--- config.mk ---
export PLATFORM = sky130hd
export DESIGN_NAME = chained_sector_map_allocator
export DESIGN_NICKNAME = d
export VERILOG_FILES = /design/src/hdl/csma_pkg.sv /design/src/hdl/chained_sector_map_allocator.sv
export SDC_FILE = /design/constraint.sdc
export NUM_CORES = 2
export LEC_CHECK = 0
export BUFFER_PORTS_ARGS = -buffer_cell sky130_fd_sc_hd__buf_2
export CAP_MARGIN = 20
export CORE_MARGIN = 1.5
export CORE_UTILIZATION = 35
export DETAILED_ROUTE_END_ITERATION = 8
export PLACE_DENSITY = 0.6
export SYNTH_ARGS = -nofsm -noshare
export SYNTH_HDL_FRONTEND = slang
export SYNTH_SLANG_ARGS = --single-unit
--- constraint.sdc ---
create_clock -name clk -period 10.6 [get_ports clk]
set_input_delay 0 -clock clk [delete_from_list [all_inputs] [get_ports clk]]
set_output_delay 0 -clock clk [all_outputs]
set_load 0.05 [all_outputs]
--- src/hdl/csma_pkg.sv ---
// ---------------------------------------------------------------------------
// csma_pkg
// Shared sizes, map entry codes and result status codes of the chained
// sector map allocator.
// ---------------------------------------------------------------------------
`default_nettype none

package csma_pkg;

  localparam int NUM_SLOTS    = 256;
  localparam int SECTOR_BYTES = 4096;
  localparam int MAX_CHAIN    = 64;

  localparam int SLOT_W  = $clog2(NUM_SLOTS);
  localparam int PTR_W   = SLOT_W + 1;
  localparam int FOUND_W = 7;
  localparam int ENTRY_W = 16;
  localparam int LINK_W  = 15;

  localparam logic [ENTRY_W-1:0] ENTRY_FREE = 16'hFFFF;
  localparam logic [LINK_W-1:0]  LINK_BAD   = 15'h7FFF;
  localparam logic [LINK_W-1:0]  LINK_END   = 15'h0000;

  typedef enum logic [1:0] {
    ST_OK        = 2'd0,
    ST_NO_SPACE  = 2'd1,
    ST_NOT_ALLOC = 2'd2,
    ST_BAD_LINK  = 2'd3
  } status_t;

endpackage

`default_nettype wire

--- src/hdl/chained_sector_map_allocator.sv ---
// ---------------------------------------------------------------------------
// chained_sector_map_allocator
// Sector map allocator: claims and links chains of free slots, frees chains.
// ---------------------------------------------------------------------------
// One request is worked on at a time. An allocate request first counts free
// slots from slot 0, then, on success, makes one more pass from the first free
// slot to the last claimed one to write the links. A free request walks the
// chain entry by entry. The length of both is set by the single read port of
// the map memory. The map comes out of reset all free at once (per-entry valid
// bits), with no clearing pass. The result sits in an output register, so the
// next request is taken while the last result still waits.
`default_nettype none

module chained_sector_map_allocator
  import csma_pkg::*;
(
  input  wire logic        clk,
  input  wire logic        rst,
  input  wire logic        s_tvalid,
  output logic             s_tready,
  input  wire logic [47:0] s_tdata,   // block_bytes[31:0], start_slot[39:32], as_file[40]
  input  wire logic        s_tuser,   // mode
  output logic             m_tvalid,
  input  wire logic        m_tready,
  output logic [23:0]      m_tdata    // status[1:0], slot[9:2], slots_found[16:10]
);

  typedef enum logic [5:0] {
    S_IDLE  = 6'b000001,
    S_COUNT = 6'b000010,
    S_LINK  = 6'b000100,
    S_LAST  = 6'b001000,
    S_WALK  = 6'b010000,
    S_DONE  = 6'b100000
  } state_t;

  state_t state, state_next;

  logic [PTR_W-1:0]   ptr, ptr_next;
  logic [SLOT_W-1:0]  cur, cur_next;
  logic [SLOT_W-1:0]  head, head_next;
  logic [FOUND_W-1:0] cnt, cnt_next;
  logic [FOUND_W-1:0] target, target_next;
  logic               over, over_next;
  logic               as_file, as_file_next;
  logic               first, first_next;

  status_t      res_status, res_status_next;
  logic [7:0]   res_slot, res_slot_next;
  logic [FOUND_W-1:0] res_found, res_found_next;

  status_t      out_status;
  logic [7:0]   out_slot;
  logic [FOUND_W-1:0] out_found;
  logic         out_load;

  // map memory
  logic [ENTRY_W-1:0] map_mem [NUM_SLOTS];
  logic [NUM_SLOTS-1:0] map_vld;
  logic               rd_en, wr_en;
  logic [SLOT_W-1:0]  rd_addr, wr_addr;
  logic [ENTRY_W-1:0] wr_data;
  logic [ENTRY_W-1:0] rd_q, fwd_data;
  logic               rd_q_vld, fwd_hit;
  logic               q_vld;
  logic [SLOT_W-1:0]  q_addr;

  logic [ENTRY_W-1:0] ent;
  logic [LINK_W-1:0]  link;
  logic               ent_free;
  logic [FOUND_W-1:0] cnt_inc;
  logic               hit;
  logic               at_end;

  logic               in_mode, in_file;
  logic [31:0]        in_bytes;
  logic [7:0]         in_start;
  logic [31:0]        blocks;

  assign in_bytes = s_tdata[31:0];
  assign in_start = s_tdata[39:32];
  assign in_file  = s_tdata[40];
  assign in_mode  = s_tuser;
  assign blocks   = in_bytes / SECTOR_BYTES;

  assign s_tready = (state == S_IDLE);

  // an entry never written reads as free; a same-cycle write wins over old data
  assign ent      = fwd_hit ? fwd_data : (rd_q_vld ? rd_q : ENTRY_FREE);
  assign link     = ent[LINK_W-1:0];
  assign ent_free = (ent == ENTRY_FREE);
  assign cnt_inc  = cnt + FOUND_W'(1);
  assign hit      = q_vld && ent_free;
  assign at_end   = q_vld && (q_addr == SLOT_W'(NUM_SLOTS - 1));

  always_comb begin
    state_next      = state;
    ptr_next        = ptr;
    cur_next        = cur;
    head_next       = head;
    cnt_next        = cnt;
    target_next     = target;
    over_next       = over;
    as_file_next    = as_file;
    first_next      = first;
    res_status_next = res_status;
    res_slot_next   = res_slot;
    res_found_next  = res_found;
    rd_en           = 1'b0;
    rd_addr         = ptr[SLOT_W-1:0];
    wr_en           = 1'b0;
    wr_addr         = cur;
    wr_data         = ENTRY_FREE;
    out_load        = 1'b0;

    unique case (state)
      S_IDLE: begin
        if (s_tvalid) begin
          if (in_mode) begin
            cur_next   = SLOT_W'(in_start);
            first_next = 1'b1;
            if (32'(in_start) >= NUM_SLOTS) begin
              res_status_next = ST_NOT_ALLOC;
              res_slot_next   = in_start;
              res_found_next  = '0;
              state_next      = S_DONE;
            end else begin
              state_next = S_WALK;
            end
          end else begin
            ptr_next     = '0;
            cnt_next     = '0;
            as_file_next = in_file;
            over_next    = (blocks >= MAX_CHAIN);
            target_next  = (blocks >= MAX_CHAIN) ? FOUND_W'(MAX_CHAIN)
                                                 : FOUND_W'(blocks + 32'd1);
            state_next   = S_COUNT;
          end
        end
      end

      // first pass: count free slots without touching the map
      S_COUNT: begin
        if (hit) begin
          cnt_next = cnt_inc;
          if (cnt == '0) begin
            head_next = q_addr;
          end
        end
        if (hit && (cnt_inc == target)) begin
          if (over) begin
            res_status_next = ST_NO_SPACE;
            res_slot_next   = '0;
            res_found_next  = cnt_inc;
            state_next      = S_DONE;
          end else begin
            ptr_next   = {1'b0, ((cnt == '0) ? q_addr : head)};
            cnt_next   = '0;
            state_next = S_LINK;
          end
        end else if (at_end) begin
          res_status_next = ST_NO_SPACE;
          res_slot_next   = '0;
          res_found_next  = hit ? cnt_inc : cnt;
          state_next      = S_DONE;
        end else if (ptr < PTR_W'(NUM_SLOTS)) begin
          rd_en    = 1'b1;
          ptr_next = ptr + PTR_W'(1);
        end
      end

      // second pass: link each claimed slot to the next free one; S_LAST ends the chain
      S_LINK: begin
        if (hit) begin
          if (cnt != '0) begin
            wr_en   = 1'b1;
            wr_addr = cur;
            wr_data = {(cnt == FOUND_W'(1)) && as_file, LINK_W'(q_addr)};
          end
          cur_next = q_addr;
          cnt_next = cnt_inc;
        end
        if (hit && (cnt_inc == target)) begin
          state_next = S_LAST;
        end else if (ptr < PTR_W'(NUM_SLOTS)) begin
          rd_en    = 1'b1;
          ptr_next = ptr + PTR_W'(1);
        end
      end

      S_LAST: begin
        wr_en           = 1'b1;
        wr_addr         = cur;
        wr_data         = {(target == FOUND_W'(1)) && as_file, LINK_END};
        res_status_next = ST_OK;
        res_slot_next   = 8'(head);
        res_found_next  = target;
        state_next      = S_DONE;
      end

      S_WALK: begin
        res_found_next = '0;
        res_slot_next  = 8'(cur);
        if (q_vld) begin
          first_next = 1'b0;
          if (first && ent_free) begin
            res_status_next = ST_NOT_ALLOC;
            state_next      = S_DONE;
          end else if (link == LINK_END) begin
            wr_en           = 1'b1;
            res_status_next = ST_OK;
            state_next      = S_DONE;
          end else if ((link == LINK_BAD) || (link >= LINK_W'(NUM_SLOTS))) begin
            res_status_next = ST_BAD_LINK;
            state_next      = S_DONE;
          end else begin
            wr_en    = 1'b1;
            cur_next = link[SLOT_W-1:0];
            rd_en    = 1'b1;
            rd_addr  = link[SLOT_W-1:0];
          end
        end else begin
          rd_en   = 1'b1;
          rd_addr = cur;
        end
      end

      S_DONE: begin
        if (!m_tvalid || m_tready) begin
          out_load   = 1'b1;
          state_next = S_IDLE;
        end
      end

      default: state_next = S_IDLE;
    endcase
  end

  always_ff @(posedge clk) begin
    if (rst) begin
      state <= S_IDLE;
      first <= 1'b0;
    end else begin
      state <= state_next;
      first <= first_next;
    end
    ptr        <= ptr_next;
    cur        <= cur_next;
    head       <= head_next;
    cnt        <= cnt_next;
    target     <= target_next;
    over       <= over_next;
    as_file    <= as_file_next;
    res_status <= res_status_next;
    res_slot   <= res_slot_next;
    res_found  <= res_found_next;
  end

  // map memory, one write and one registered read per cycle
  always_ff @(posedge clk) begin
    if (wr_en) begin
      map_mem[wr_addr] <= wr_data;
    end
    if (rd_en) begin
      rd_q <= map_mem[rd_addr];
    end
  end

  always_ff @(posedge clk) begin
    if (rst) begin
      map_vld <= '0;
      q_vld   <= 1'b0;
    end else begin
      if (wr_en) begin
        map_vld[wr_addr] <= 1'b1;
      end
      q_vld <= rd_en;
    end
    if (rd_en) begin
      rd_q_vld <= map_vld[rd_addr];
      q_addr   <= rd_addr;
      fwd_hit  <= wr_en && (wr_addr == rd_addr);
      fwd_data <= wr_data;
    end
  end

  // output register
  always_ff @(posedge clk) begin
    if (rst) begin
      m_tvalid <= 1'b0;
    end else if (out_load) begin
      m_tvalid <= 1'b1;
    end else if (m_tready) begin
      m_tvalid <= 1'b0;
    end
    if (out_load) begin
      out_status <= res_status;
      out_slot   <= res_slot;
      out_found  <= res_found;
    end
  end

  assign m_tdata = {7'd0, out_found, out_slot, out_status};

endmodule

`default_nettype wire

==> run_results.csv <==
group,metric,value,unit
run_status,outcome,"finished clean",
timing,max_freq,143.1,MHz
placed_design,dp_hpwl,204.3,mm
critical_path,critPathKind,"reg -> reg",
drt,post_drt_wl_per_cell,25.91,um
timing,finClkSkew,0.05921,ns
power_and_ir_drop,leakage,0.04850,uW
die,die_y,582.6,um
cts,post_cts_buffers,0,
synthesis,muxShareOfSynthArea,3.987,%
drt,num_vias,75850,
final_layout,final_cells,13480,
die,io_pins,79,
placed_design,gp_congestion,0.8783,
cts,insertion_delay,0.89,ns
cts,h-tree-depth,5,
synthesis,synth_top_family_by_area,"simple AND/OR/NAND/NOR gates",
die,initial_core_util,35.21,%
synthesis,mappedNetlistArea,117600,um2
timing,setup_tns,0,ns
power_and_ir_drop,clockPowerShare,41.6,%
cts,cts_num_sinks,2930,
final_layout,num-fill-cells,30560,
grt,grt_max_degree,210,
critical_path,path_cells,"inv_1 -> nand3_1 -> o22a_4 -> o21ai_4 -> inv_8 -> buf_4 -> buf_4 -> mux4_2 -> nand3_1 -> o211a_1 -> nand4_1 -> o22ai_1 -> a211oi_1",
power_and_ir_drop,peakVddDrop,0.1393,mV
final_layout,drive_gt1_share,9.622,%
synthesis,synthTopCellsByCount,"2665 x edfxtp_1, 1760 x nand2_1, 656 x nor2_1, 643 x nand3_1, 417 x mux2i_1",
critical_path,reg2reg_slack,3.61,ns
die,die_x,582.6,um
synthesis,synth_fa_ha_area_share,0.06384,%
synthesis,synth_edf_count,2665,
timing,rsz0062_at_grt,"no",
final_layout,seqCellArea,85330,um2
power_and_ir_drop,net-switching-power,6140,uW
synthesis,synth_cells,8832,
cts,cts_tree,"yes",
die,num_rows,212,
drt,drtIter0Drc,9101,
critical_path,start_kind,"flip-flop",
critical_path,slowest_delay,0.83,ns
die,fp.dieArea,339500,um2
placed_design,placed_cells,12860,
min_path,hold_path_class,"in -> reg",
final_layout,multi_input_area,29580,um2
power_and_ir_drop,p_seq_share,49.8,%
synthesis,synth_compound_area_share,8.358,%
critical_path,cp.arrival,7.58,ns
timing,min_period_over_period,65.93,%
final_layout,layout-area-overhead-vs-synth,13.17,%
timing,relSlewSlack,2.037,%
power_and_ir_drop,power.internal,18930,uW
synthesis,yosysWarnings,0,
power_and_ir_drop,swShare,24.49,%
grt,grt_pass1_wl,502.9,mm
drt,finalWirelength,349.3,mm
synthesis,yosysMostFrequentCell,"edfxtp_1",
synthesis,synth_xor_area_share,0.2532,%
synthesis,synth-seq-cells,2930,
cts,root_buffer,"clkbuf_16",
timing,setup_viol_count_final,0,
synthesis,ys_seq_area_share,72.56,%
synthesis,async_flop_share,0,%
placed_design,placement.io_buffers,52,
critical_path,crit_path_max_fanout,77,
critical_path,slowest_stage,"dfxtp_1",
drt,ant_nets,0,
synthesis,avgSynthCellArea,13.31,um2
cts,cts_buffers,303,
die,core,334000,um2
final_layout,final_nets,8920,
timing,period_needed,6.988,ns
synthesis,yosys.cell_types.count,92,
cts,clk_pin_slew_worst_paths,0.07,ns
drt,dr.pass1.iters,6,
drt,drc,0,
grt,track_usage,19.94,%
power_and_ir_drop,powerDensity,188.4,nW/um2
timing,tightestPinTransition,1.469,ns
critical_path,crit_path_end_kind,"flip-flop",
critical_path,critPathRequiredTime,11.19,ns
synthesis,synth.top_cells.by_area,"edfxtp_1 68%, nand2_1 5.6%, dfxtp_1 4.5%",
grt,grt_overflow,0,
run,drv_cap,0,
synthesis,yosys.area_share.simple,12.17,%
cts,cts_buffer_depth,4,
grt,first_global_vias,71820,
timing,hold_violations,0,
power_and_ir_drop,combPwrFrac,8.7,%
synthesis,ys.flop_type,"edfxtp_1",
grt,antenna_found_initial,12,
timing,slew_violations,0,
drt,vias_per_cell,5.625,
synthesis,netlist.area_leader.share,68.05,%
synthesis,synth_area_leader_cell,"edfxtp_1",
cell usage in the layout, fill, tap and decap left out, drive strengths merged, types with 115 or more instances in the layout:
| cell type | count |
|---|---|
| a211oi | 132 |
| a21oi | 348 |
| a31oi | 211 |
| buf | 302 |
| clkbuf | 388 |
| clkinv | 115 |
| dfxtp | 265 |
| edfxtp | 2665 |
| mux2i | 417 |
| nand2 | 1761 |
| nand3 | 644 |
| nor2 | 659 |
worst paths after layout:
kind	startpoint	to	cells past startpoint
worst min register to register	res_slot[3]	out_slot[3]	0
worst max-delay path	q_vld	rd_q[7]	13
worst max register to register	q_vld	rd_q[7]	13
worst min-delay path	m_tready	m_tvalid	4
power by group through the flow:
stage                     combinational, uW  sequential (uW)  clock, uW
after CTS                              2120            12500      10500
after global placement                 2090            12700          0
after detailed placement               2110            12700          0
after global routing                   2240            12500      11000
after floorplan                        1270            12700          0
final                                  2170            12500      10400
area by class of cell:
cell class,count,share of cell area [%]
sequential,2930,64.12
multi-input combinational,5251,22.23
clock inverter,154,1.082
inverter,27,0.09872
antenna,3,0.005641
timing repair buffer,348,2.224
clock buffer,384,6.113
tap,4387,4.125
state kept, by name (all words and copies together), names as in the netlist, 9 cells and up:
signal	count
fwd_data	10
map_mem	2560
map_vld	256
ptr	9
rd_q	10
through the flow:
stage	instance area (um2)	setup WS, ns	util, %	hold slack [ns]	power, uW
6_report	133100	3.612	39.85	0.06098	25070
5_1_grt	133100	3.526	39.85	0.06939	25690
4_1_cts	132700	3.873	39.74	0.01401	25130
3_5_place_dp	122700	3.843	36.75	0.1812	14830
3_3_place_gp	122400	3.823	36.65	0.1820	14810
2_1_floorplan	117600	4.115	-	0.09887	13980
cell families after synthesis:
family | after synthesis
buffers and inverters | 657
flip-flops | 2930
adder cells (fa/ha/maj) | 6
multiplexers | 458
AND/OR/NAND/NOR | 3359
XOR/XNOR | 34
other | 1
AO/OA/AOI/OAI | 1387
what timing repair did:
action	4_1_cts	5_1_grt
gates resized for setup	0	0
hold endpoints to repair	124	0
hold buffers	42	0
worst max-delay path: cells and delay by family, from the launching register on:
| kind | cells | cell delay (ns) |
|---|---|---|
| muxes | 1 | 0.58 |
| AOI/OAI and AO/OA | 5 | 2.20 |
| and+or+nand+nor | 3 | 0.82 |
| DFF | 1 | 0.83 |
| buffers and inverters | 4 | 2.17 |
layer usage:
layer  routed length, um  share of wire [%]  GRT usage [%]
met5                  43              0.012              0
met3               34350                9.8          4.269
met2              157800                 45          30.84
met1              142000                 41          27.22
met4               15120                4.3          8.253
Power figures use the tool's default switching activity.
